File: config.mk
export PLATFORM = sky130hd
export DESIGN_NAME = char_lcd_buffer_refresh_top
export DESIGN_NICKNAME = d
export VERILOG_FILES = /design/src/rtl/core/lcdbr_pkg.sv /design/src/rtl/core/char_lcd_buffer_refresh_top.sv
export SDC_FILE = /design/constraint.sdc
export NUM_CORES = 1
export LEC_CHECK = 0
export ABC_AREA = 1
export BUFFER_PORTS_ARGS = -buffer_cell sky130_fd_sc_hd__buf_2
export CAP_MARGIN = 20
export CORE_MARGIN = 1
export CORE_UTILIZATION = 25
export CTS_BUF_LIST = sky130_fd_sc_hd__clkbuf_8 sky130_fd_sc_hd__clkbuf_16
export CTS_CLUSTER_SIZE = 10
export DETAILED_ROUTE_END_ITERATION = 12
export PLACE_DENSITY = 0.42
export SYNTH_ARGS = -nofsm -noshare
export SYNTH_HDL_FRONTEND = slang
export SYNTH_SLANG_ARGS = --single-unit
File: constraint.sdc
create_clock -name i_clk -period 3.25 [get_ports i_clk]
set_input_delay 0.65 -clock i_clk [delete_from_list [all_inputs] [get_ports i_clk]]
set_output_delay 0.65 -clock i_clk [all_outputs]
set_load 0.02 [all_outputs]
File: src/rtl/core/lcdbr_pkg.sv
// Package with the codes, constants and init sequence table of the character-LCD front end.
`default_nettype none

package lcdbr_pkg;

    // Default geometry of the text buffer.
    localparam int ROWS_DEF = 2;
    localparam int COLS_DEF = 16;

    // Field widths of the input and result words.
    localparam int OP_W     = 3;
    localparam int COLUMN_W = 5;
    localparam int CHAR_W   = 8;
    localparam int SPAN_W   = 5;
    localparam int NIBBLE_W = 4;

    // Packed widths on the stream ports.
    localparam int IN_TDATA_W  = 24;
    localparam int OUT_TDATA_W = 8;
    localparam int OUT_TUSER_W = 2;

    // Character and command codes.
    localparam logic [7:0] SPACE_CODE = 8'h20;
    localparam logic [7:0] CURSOR_CMD = 8'h80;
    localparam logic [7:0] ROW_OFFSET = 8'h40;

    // Init sequence: 4 wake-up nibbles, 6 command bytes, 16 glyph bytes.
    localparam int WAKE_NIBBLES = 4;
    localparam int SETUP_BYTES  = 6;
    localparam int GLYPH_BYTES  = 16;
    localparam int INIT_NIBBLES = WAKE_NIBBLES + 2 * SETUP_BYTES + 2 * GLYPH_BYTES;
    localparam int INIT_IDX_W   = $clog2(INIT_NIBBLES);

    localparam logic [3:0] WAKE_NIB  = 4'h3;
    localparam logic [3:0] WAKE_LAST = 4'h2;

    localparam logic [7:0] SETUP_CMDS [SETUP_BYTES] = '{
        8'h28, 8'h08, 8'h01, 8'h06, 8'h0C, 8'h40
    };

    // Up-arrow glyph followed by down-arrow glyph.
    localparam logic [7:0] GLYPH_ROWS [GLYPH_BYTES] = '{
        8'h04, 8'h0E, 8'h15, 8'h04, 8'h04, 8'h04, 8'h04, 8'h04,
        8'h04, 8'h04, 8'h04, 8'h04, 8'h04, 8'h15, 8'h0E, 8'h04
    };

    // Operation codes.
    typedef enum logic [OP_W-1:0] {
        OP_INIT      = 3'd0,
        OP_PUT       = 3'd1,
        OP_CLR_SPAN  = 3'd2,
        OP_CLR_ALL   = 3'd3,
        OP_REFRESH   = 3'd4
    } t_op;

    // Sequencer states.
    typedef enum logic [1:0] {
        ST_IDLE,
        ST_INIT,
        ST_REFRESH
    } t_state;

    // One nibble headed for the display.
    typedef struct packed {
        logic [NIBBLE_W-1:0] nibble;
        logic                rs;
        logic                wait_busy;
    } t_nib;

    // Nibble number idx of the init sequence.
    function automatic t_nib init_nibble(input logic [INIT_IDX_W-1:0] idx);
        t_nib                  res;
        logic [INIT_IDX_W-1:0] j;
        logic [7:0]            b;
        res = '0;
        j   = '0;
        b   = '0;
        if (idx < INIT_IDX_W'(WAKE_NIBBLES)) begin
            res.nibble    = (idx == INIT_IDX_W'(WAKE_NIBBLES - 1)) ? WAKE_LAST : WAKE_NIB;
            res.rs        = 1'b0;
            res.wait_busy = 1'b0;
        end else if (idx < INIT_IDX_W'(WAKE_NIBBLES + 2 * SETUP_BYTES)) begin
            j             = idx - INIT_IDX_W'(WAKE_NIBBLES);
            b             = SETUP_CMDS[j[3:1]];
            res.nibble    = j[0] ? b[3:0] : b[7:4];
            res.rs        = 1'b0;
            res.wait_busy = j[0];
        end else begin
            j             = idx - INIT_IDX_W'(WAKE_NIBBLES + 2 * SETUP_BYTES);
            b             = GLYPH_ROWS[j[4:1]];
            res.nibble    = j[0] ? b[3:0] : b[7:4];
            res.rs        = 1'b1;
            res.wait_busy = j[0];
        end
        return res;
    endfunction

endpackage

`default_nettype wire

File: src/rtl/core/char_lcd_buffer_refresh_top.sv
// Character-LCD front end: text buffer memory, init and row refresh nibble sequencer.
//
// Usage: operation words enter on the s_axis channel, one operation per word.
// Put char, clear span and clear all only change the text buffer;
// they start no run. Init clears the buffer and sends 48 nibbles (wake-up, set-up
// commands, two custom glyphs). Refresh row sends the cursor command and the
// row's COLS characters, 2 + 2*COLS nibbles. Every nibble leaves on the m_axis
// channel with register select and busy-wait flags in tuser; tlast marks the
// final nibble of a run. Out-of-range writes and refreshes are dropped.
// Throughput: one nibble per cycle while the receiver is ready; the rate is
// set by the one-nibble output register and the single read port of the
// buffer, which is read one cell ahead.
// s_axis_tready is high only while no run is in progress.
// Reset clears the buffer to spaces at once (a valid bit per cell) and drops
// any run in progress. When the receiver stalls, the output word holds and the
// sequencer waits; nothing is lost.
`default_nettype none

module char_lcd_buffer_refresh_top #(
    parameter int ROWS = lcdbr_pkg::ROWS_DEF,
    parameter int COLS = lcdbr_pkg::COLS_DEF
) (
    input  wire logic                               i_clk,
    input  wire logic                               i_rst_n,
    // Input words.
    input  wire logic                               s_axis_tvalid,
    output logic                                    s_axis_tready,
    // tdata: op[2:0], row[3], column[8:4], char_code[16:9], span_length[21:17], zeros
    input  wire logic [lcdbr_pkg::IN_TDATA_W-1:0]   s_axis_tdata,
    // Result words.
    output logic                                    m_axis_tvalid,
    input  wire logic                               m_axis_tready,
    // tdata: nibble[3:0], zeros
    output logic [lcdbr_pkg::OUT_TDATA_W-1:0]       m_axis_tdata,
    // tuser: register_select[0], wait_busy[1]
    output logic [lcdbr_pkg::OUT_TUSER_W-1:0]       m_axis_tuser,
    output logic                                    m_axis_tlast
);
    import lcdbr_pkg::*;

    localparam int DEPTH = ROWS * COLS;
    localparam int AW    = (DEPTH > 1) ? $clog2(DEPTH) : 1;
    localparam int CNTW  = $clog2(COLS + 1);

    // Unpacked input fields.
    logic [OP_W-1:0]     w_op;
    logic                w_row;
    logic [COLUMN_W-1:0] w_column;
    logic [CHAR_W-1:0]   w_char;
    logic [SPAN_W-1:0]   w_span;

    assign w_op     = s_axis_tdata[2:0];
    assign w_row    = s_axis_tdata[3];
    assign w_column = s_axis_tdata[8:4];
    assign w_char   = s_axis_tdata[16:9];
    assign w_span   = s_axis_tdata[21:17];

    // Sequencer and buffer state.
    t_state                r_state, n_state;
    logic [INIT_IDX_W-1:0] r_init_idx;
    logic [CNTW-1:0]       r_cnt;
    logic                  r_phase;
    logic                  r_row;
    logic [CHAR_W-1:0]     r_mem [DEPTH];
    logic [DEPTH-1:0]      r_valid;
    logic [CHAR_W-1:0]     r_rd_data;
    logic                  r_rd_valid;

    // Output register.
    logic                r_out_valid;
    t_nib                r_out;
    logic                r_out_last;

    logic                w_accept;
    logic                w_row_ok;
    logic                w_col_ok;
    logic [AW-1:0]       w_put_addr;
    logic [5:0]          w_span_end;
    logic [DEPTH-1:0]    w_span_clr;
    logic                w_adv;
    t_nib                w_nib;
    logic                w_last;
    logic                w_rd_en;
    logic [AW-1:0]       w_rd_addr;
    logic [7:0]          w_byte;
    logic [7:0]          w_cell;

    assign w_accept   = s_axis_tvalid && s_axis_tready;
    assign w_row_ok   = int'(w_row) < ROWS;
    assign w_col_ok   = int'(w_column) < COLS;
    assign w_put_addr = AW'(int'(w_row) * COLS + int'(w_column));
    assign w_span_end = {1'b0, w_column} + {1'b0, w_span};
    assign w_adv      = (r_state != ST_IDLE) && (!r_out_valid || m_axis_tready);

    assign s_axis_tready = (r_state == ST_IDLE);

    // Cells of the addressed row that a clear span turns back to spaces.
    always_comb begin
        w_span_clr = '0;
        for (int rr = 0; rr < ROWS; rr++) begin
            for (int cc = 0; cc < COLS; cc++) begin
                if ((int'(w_row) == rr) && (6'(cc) >= {1'b0, w_column})
                        && (6'(cc) < w_span_end)) begin
                    w_span_clr[rr * COLS + cc] = 1'b1;
                end
            end
        end
    end

    // Next state of the sequencer.
    always_comb begin
        n_state = r_state;
        unique case (r_state)
            ST_IDLE: begin
                if (w_accept && (w_op == OP_INIT)) begin
                    n_state = ST_INIT;
                end else if (w_accept && (w_op == OP_REFRESH) && w_row_ok) begin
                    n_state = ST_REFRESH;
                end
            end
            ST_INIT, ST_REFRESH: begin
                if (w_adv && w_last) begin
                    n_state = ST_IDLE;
                end
            end
            default: n_state = ST_IDLE;
        endcase
    end

    // Sequencer outputs: the next nibble and the buffer read one cell ahead.
    always_comb begin
        w_cell    = r_rd_valid ? r_rd_data : SPACE_CODE;
        w_byte    = (r_cnt == '0) ? (CURSOR_CMD | (r_row ? ROW_OFFSET : 8'h00)) : w_cell;
        w_nib     = '0;
        w_last    = 1'b0;
        w_rd_en   = 1'b0;
        w_rd_addr = AW'(int'(r_row) * COLS + int'(r_cnt));
        unique case (r_state)
            ST_IDLE: begin
                w_nib  = '0;
                w_last = 1'b0;
            end
            ST_INIT: begin
                w_nib  = init_nibble(r_init_idx);
                w_last = (r_init_idx == INIT_IDX_W'(INIT_NIBBLES - 1));
            end
            ST_REFRESH: begin
                w_nib.nibble    = r_phase ? w_byte[3:0] : w_byte[7:4];
                w_nib.rs        = (r_cnt != '0);
                w_nib.wait_busy = r_phase;
                w_last          = (r_cnt == CNTW'(COLS)) && r_phase;
                w_rd_en         = w_adv && r_phase && (int'(r_cnt) < COLS);
            end
            default: begin
                w_nib  = '0;
                w_last = 1'b0;
            end
        endcase
    end

    // Control registers: state, run counters, valid bits and output valid.
    always_ff @(posedge i_clk) begin
        if (!i_rst_n) begin
            r_state     <= ST_IDLE;
            r_init_idx  <= '0;
            r_cnt       <= '0;
            r_phase     <= 1'b0;
            r_valid     <= '0;
            r_out_valid <= 1'b0;
        end else begin
            r_state <= n_state;
            if (w_accept) begin
                r_init_idx <= '0;
                r_cnt      <= '0;
                r_phase    <= 1'b0;
                if ((w_op == OP_INIT) || (w_op == OP_CLR_ALL)) begin
                    r_valid <= '0;
                end else if ((w_op == OP_PUT) && w_row_ok && w_col_ok) begin
                    r_valid[w_put_addr] <= 1'b1;
                end else if ((w_op == OP_CLR_SPAN) && w_row_ok && w_col_ok) begin
                    r_valid <= r_valid & ~w_span_clr;
                end
            end else if (w_adv) begin
                r_init_idx <= r_init_idx + 1'b1;
                r_phase    <= ~r_phase;
                if (r_phase) begin
                    r_cnt <= r_cnt + 1'b1;
                end
            end
            if (w_adv) begin
                r_out_valid <= 1'b1;
            end else if (m_axis_tready) begin
                r_out_valid <= 1'b0;
            end
        end
    end

    // Run row and output payload registers.
    always_ff @(posedge i_clk) begin
        if (w_accept) begin
            r_row <= w_row;
        end
        if (w_adv) begin
            r_out      <= w_nib;
            r_out_last <= w_last;
        end
    end

    // Text buffer memory: one write port for put, one registered read port.
    always_ff @(posedge i_clk) begin
        if (w_accept && (w_op == OP_PUT) && w_row_ok && w_col_ok) begin
            r_mem[w_put_addr] <= w_char;
        end
    end

    always_ff @(posedge i_clk) begin
        if (w_rd_en) begin
            r_rd_data  <= r_mem[w_rd_addr];
            r_rd_valid <= r_valid[w_rd_addr];
        end
    end

    // Result word packing.
    assign m_axis_tvalid = r_out_valid;
    assign m_axis_tdata  = {{(OUT_TDATA_W - NIBBLE_W){1'b0}}, r_out.nibble};
    assign m_axis_tuser  = {r_out.wait_busy, r_out.rs};
    assign m_axis_tlast  = r_out_last;

endmodule

`default_nettype wire
After elaboration in Yosys (flattened, before gate mapping). Memories as Yosys holds them, arrays and structs flattened. A register that Yosys moved wholly into a read port is not among the register bits. Index checks and enable logic that the tools add are counted.

Magnitude comparators: 41. Eq/ne operators: 11. Add/subtract/negate cells: 7. Mux-type cells: 63. Bitwise gates (word level): 8. Reductions and logical operators: 92.

Operator list (count): 32-bit 2-to-1 mux (3); 1-bit logical AND (77); 4-bit by 6-bit less-than comparator with 1-bit output (first input constant) (8); 8-bit 2-to-1 mux (6); 4-bit by 5-bit >= comparator with 1-bit output (first input constant) (8); 1-bit 2-to-1 mux (40); 32-bit bitwise AND (1); 32-bit NOT (1); 32-bit OR (1); 3-bit by 6-bit less-than comparator with 1-bit output (first input constant) (4); 3-bit by 5-bit >= comparator with 1-bit output (first input constant) (4); 1-bit by 6-bit less-than comparator with 1-bit output (first input constant) (2); 2-bit by 6-bit less-than comparator with 1-bit output (first input constant) (2); 5-bit by 6-bit less-than comparator with 1-bit output (second input constant) (2); 4-bit 2-to-1 mux (3); 6-bit 2-to-1 mux (2); 6-bit one-hot mux with 2 select lines (1); 5-bit adder (2); 1-bit by 5-bit >= comparator with 1-bit output (first input constant) (2); 2-bit by 5-bit >= comparator with 1-bit output (first input constant) (2); 5-bit less-than comparator (second input constant) (2); 7-bit 2-to-1 mux (1); 5-bit by 5-bit adder with 6-bit output (1); 6-bit by 1-bit adder with 6-bit output (second input constant) (1); other kinds (36) (46).

Bits of input ports: 28. Memory bits (read-only): 192. Memories kept: 3. Bits in writable memories: 256. Output and inout bits: 13. Flip-flop bits (word level): 56. Word-level logic and storage cells: 237.

Memories: r_mem (words 32, width 8, read ports 1, clocked after memory_dff 1, wr ports 1, line char_lcd_buffer_refresh_top.sv:64) `logic [CHAR_W-1:0] r_mem [DEPTH];`; (no name shown) (words 16, width 8, read ports 1, clocked after memory_dff 0, wr ports 0, line lcdbr_pkg.sv:90) `b = GLYPH_ROWS[j[4:1]];`; (no name shown) (words 8, width 8, read ports 1, clocked after memory_dff 0, wr ports 0, line lcdbr_pkg.sv:84) `b = SETUP_CMDS[j[3:1]];`.

Depth between registers and ports, before layout.
Word-level depth: 9. Mapped depth: 14. Depth with buffers taken out: 14.

Least setup slack after synthesis. Ideal clock, no wire load.

Path type: input port to flip-flop. Start: input s_axis_tdata[4] (netlist name). End: register r_valid[28]. Stages: 9. Setup time: 128 ps. Data arrival time: 2269 ps. Data required time: 3122 ps. Path slack: 852 ps. Cell sequence: ha_1 > inv_1 > fa_1 > xnor2_1 > o21ai_0 > o21ai_0 > nand3_1 > nand2_1 > a21oi_1.

Word-level cells in the longest chain between the ends: 9. Elaborated cells between the ends (all ways): 23. Those cells by class: add/sub (2); order compare (5); mux (6); bitwise (3); reduce/logical (7).

Ends and longest elaborated chain: start, declared (line char_lcd_buffer_refresh_top.sv:29) `input wire logic [lcdbr_pkg::IN_TDATA_W-1:0] s_axis_tdata,`; branches (longest 9 deep; another with 5-bit by 6-bit less-than comparator with 1-bit output); end signal, assigned (line char_lcd_buffer_refresh_top.sv:181) `r_valid <= r_valid & ~w_span_clr;`; end, declared (line char_lcd_buffer_refresh_top.sv:65) `logic [DEPTH-1:0] r_valid;`.

Several ways; the timed one is not identified. The select of a mux whose other input is x is not followed. A chain may end at the register's enable or synchronous reset.

Worst setup path after layout.
Start: register r_state[0]. End: memory r_mem[6][0], enable pin.

Word-level cells in the longest chain between the ends: 6.

Ends and longest elaborated chain: start, declared (line char_lcd_buffer_refresh_top.sv:59) `t_state r_state, n_state;`; start signal, assigned (line char_lcd_buffer_refresh_top.sv:171) `r_state <= n_state;`; 2-bit logical NOT (line char_lcd_buffer_refresh_top.sv:95) `assign s_axis_tready = (r_state == ST_IDLE);`; 1-bit logical AND (line char_lcd_buffer_refresh_top.sv:88) `assign w_accept = s_axis_tvalid && s_axis_tready;`; 1-bit logical AND (2 in series) (line char_lcd_buffer_refresh_top.sv:211) `if (w_accept && (w_op == OP_PUT) && w_row_ok && w_col_ok) begin`; 1-bit 2-to-1 mux (line char_lcd_buffer_refresh_top.sv:211); 1-bit 2-to-1 mux (implied by the code) (line char_lcd_buffer_refresh_top.sv:212) `r_mem[w_put_addr] <= w_char;`; end, declared (line char_lcd_buffer_refresh_top.sv:64).

No other way between the ends.

==> run_results.csv <==
group,metric,value,unit
logic_synthesis,synth_top_area_share,0.588,
clocking,post_cts_buffers,0,
cells_and_area,drive_above_1_share,0.108,
logic_synthesis,synth_top_family_by_area,"simple AND/OR/NAND/NOR gates",
sta,fin_crit,2.36,ns
logic_synthesis,syn_area_per_cell,10.4,um^2
clocking,tritoncts,"done",
power_and_ir_drop,power.density,585,mW/mm^2
worst_setup_path,arrival,2.58,ns
logic_synthesis,syn_area,0.0139,mm^2
floorplan,io_pins,41,
power_and_ir_drop,p_clk_frac,0.402,
logic_synthesis,synth_top_flop_cell,"edfxtp_1",
sta,rsz0062_at_grt,"no",
placed_design,gp_congestion,0.834,
worst_setup_path,reg2regPathDepth,7,
sta,final-hold-violation-count,0,
logic_synthesis,synthAdderAreaFrac,0.0131,
cells_and_area,insertedDiodeCount,0,
power_and_ir_drop,internal_power,7.09,mW
cells_and_area,fin_cells,2166,
logic_synthesis,synth-xor-area-share,0.00188,
clocking,ctsResizeCount,0,
sta,fin_crit_sh,0.726,
clocking,clk_latency,0.54,ns
floorplan,num_rows,86,
routing,wire_per_inst,19.3,um
placed_design,dpl.hpwl,26700,um
global_route,grt_use_total,0.148,
routing,via_per_inst,4.68,
routing,dr.first_iter.drc_count,670,
routing,drt_first_pass_iters,7,
flow_run,maxCapViolations,0,
floorplan,core-area,0.0551,mm^2
global_route,overflow,0,
logic_synthesis,yosys_warnings,0,
power_and_ir_drop,switching_power,2.47,mW
floorplan,die-area,0.0567,mm^2
floorplan,die_x,238,um
clocking,cts-root-buf,"clkbuf_16",
routing,wl,41800,um
sta,worst_slew_pin_slew,1.03,ns
cells_and_area,final-seq-area,0.00914,mm^2
sta,maxSlewViolCount,0,
cells_and_area,fillers,5765,
logic_synthesis,async_flop_share,0,
global_route,grt_max_degree,67,
logic_synthesis,netlist_instances,1336,
hold_path,hold_depth,4,
routing,antenna_left,0,
routing,met1_length,18800,um
worst_setup_path,crit_top_cell,"nand2_1",
worst_setup_path,crit_slowest_cell,"nand2_1",
clocking,htreeDepth,2,
cells_and_area,syn_to_final_growth,17.2,%
status,status,"finished, final reports clean",
logic_synthesis,synth-edff-count,273,
sta,setup_tns,0,ns
worst_setup_path,required,3.48,ns
cells_and_area,fin_util,0.297,
hold_path,min_path_type,"primary input to register",
clocking,clk_pin_slew,0.05,ns
worst_setup_path,slowest_delay,0.35,ns
logic_synthesis,synth_largest_area_cell,"edfxtp_1",
logic_synthesis,ys_ff_latch,320,
global_route,grt_pass1_wl,62600,um
worst_setup_path,worstPathMaxFanout,8,
floorplan,die_height,238,um
worst_setup_path,path_class,"register to register",
power_and_ir_drop,switching_share,0.258,
sta,finalSetupViolCount,0,
clocking,cts_buffers,39,
cells_and_area,fin_nets,1443,
cells_and_area,multi_input_area,0.00420,mm^2
logic_synthesis,synth_compound_area_frac,0.139,
routing,wl_met3,1750,um
power_and_ir_drop,seq_power_share,0.480,
global_route,grt_antenna_before_repair,0,
global_route,grt_pass1_vias,9939,
placed_design,post-place-ws,0.559,ns
floorplan,start_util,0.253,
logic_synthesis,synth-simple-area-share,0.146,
placed_design,portBuffers,34,
logic_synthesis,synth.distinct_cells,42,
worst_setup_path,critPathLaunchType,"register",
routing,top_layer,"met4",
routing,drc,0,
clocking,cts.sinks,320,
power_and_ir_drop,p_leak,5.78,nW
power_and_ir_drop,peakVddDrop,0.000283,V
logic_synthesis,ys_top_cells_by_area,"edfxtp_1, o21ai_0, dfxtp_1, nor2_1, nand2_1",
clocking,cts_hold_buf,0,
sta,relSlewSlack,0.311,
power_and_ir_drop,comb_power_share,0.117,
clocking,clock_path_buffers,3,
routing,wl_met2,20000,um
sta,setup_ws,0.891,ns
logic_synthesis,synth_seq_area_share,0.655,
placed_design,dpl.cell_count,2108,
logic_synthesis,synth.mux.area_fraction,0.000718,
sta,max_freq,424,MHz
routing,num_vias,10133,
worst_setup_path,path_cells,"inv_1 > ha_1 > nand2_1 > nor2_2 > nand2_1 > nor2_1 > buf_4",
sta,skew,0.00863,ns
worst_setup_path,cp-end-kind,"register",
## sequential cells by signal, indices dropped and copies added (netlist names), 2 cells and up
name	flops
r_state	2
m_axis_tdata	4
m_axis_tuser	2
r_mem	256
r_rd_data	8
r_cnt	5
r_valid	32
r_init_idx	6
## worst max-delay path: cells and delay by family (launching register included)
kind | cells | cell delay (ns)
adders and majority gates | 1 | 0.23
DFF | 1 | 0.31
and+or+nand+nor | 4 | 1.10
buffers and inverters | 2 | 0.39
## synth_stat cells, types with 2 or more instances
master     number
nor2_1        227
o31ai_1         3
nand3_2         2
nor2_4          2
nand2_1       181
dfxtp_1        47
inv_1          66
nand3_1        52
xnor2_1         2
clkbuf_1       43
inv_2           3
o2111ai_1       2
o21ai_1         5
edfxtp_1      273
buf_2          16
or2_2           2
nor2_2          3
buf_4           8
nand4_1        14
a31oi_1         2
nor3_1          8
a21oi_1        69
buf_6           4
o211ai_1        4
ha_1           13
o21ai_0       199
o22ai_1        71
## path summary, 6_finish.rpt
path / from / to / slack, ns
worst max register to register: r_state[0] / r_mem[6][0] / 0.89
worst min-delay path: m_axis_tready / m_axis_tvalid / 0.40
worst max-delay path: r_state[0] / r_mem[6][0] / 0.89
worst min register to register: r_state[1] / r_state[1] / 0.49
## metrics by stage
step                      total power, mW  hold WS [ns]  area [um^2]
final                                9.55         0.397        16300
after global routing                 9.96         0.406        16300
after global placement               5.80         0.478        15200
after CTS                            9.69         0.369        16300
after floorplan                      5.38         0.454        14000
after detailed placement             5.80         0.478        15200
## layer usage
metal / vias up / track usage
met3: 78 / 0.0177
met1: 4955 / 0.194
met4: 0 / 0.0571
li1: 4876 / -
met5: - / 0
met2: 224 / 0.247
## cells by family (layout without fill, tap and decap cells)
family	Yosys count	after routing
AO/OA/AOI/OAI	360	360
XOR/XNOR	3	3
adder cells (fa/ha/maj)	14	14
buffers and inverters	142	221
flip-flops	320	320
multiplexers	1	1
other	1	4
AND/OR/NAND/NOR	495	495
## cell type report
type	count	share of cell area
clock buffer	40	0.0606
clock inverter	18	0.00613
inverter	70	0.0162
multi-input combinational	877	0.257
sequential	320	0.560
tap	748	0.0573
timing repair buffer	93	0.0429
## cell usage in the layout, fill, tap and decap left out, drive strengths merged, types with 4 or more instances in the layout
cell    synthesis  routed
o211ai          4       4
edfxtp        273     273
inv            69      84
o21ai         204     204
nand4          14      14
nand2         182     182
ha             13      13
nor3            8       8
buf            28      93
conb            1       4
nand3          55      55
a21oi          69      69
o22ai          71      71
clkbuf         44      40
dfxtp          47      47
nor2          232     232
## power by group through the flow
stage          Sequential [mW]  Clock (mW)  Combinational [mW]
5_1_grt                   4.60        4.10                1.26
4_1_cts                   4.59        3.96                1.13
2_1_floorplan             4.69           0               0.687
6_report                  4.59        3.85                1.12
3_5_place_dp              4.68           0                1.13
3_3_place_gp              4.68           0                1.13
Power figures use the tool's default switching activity.
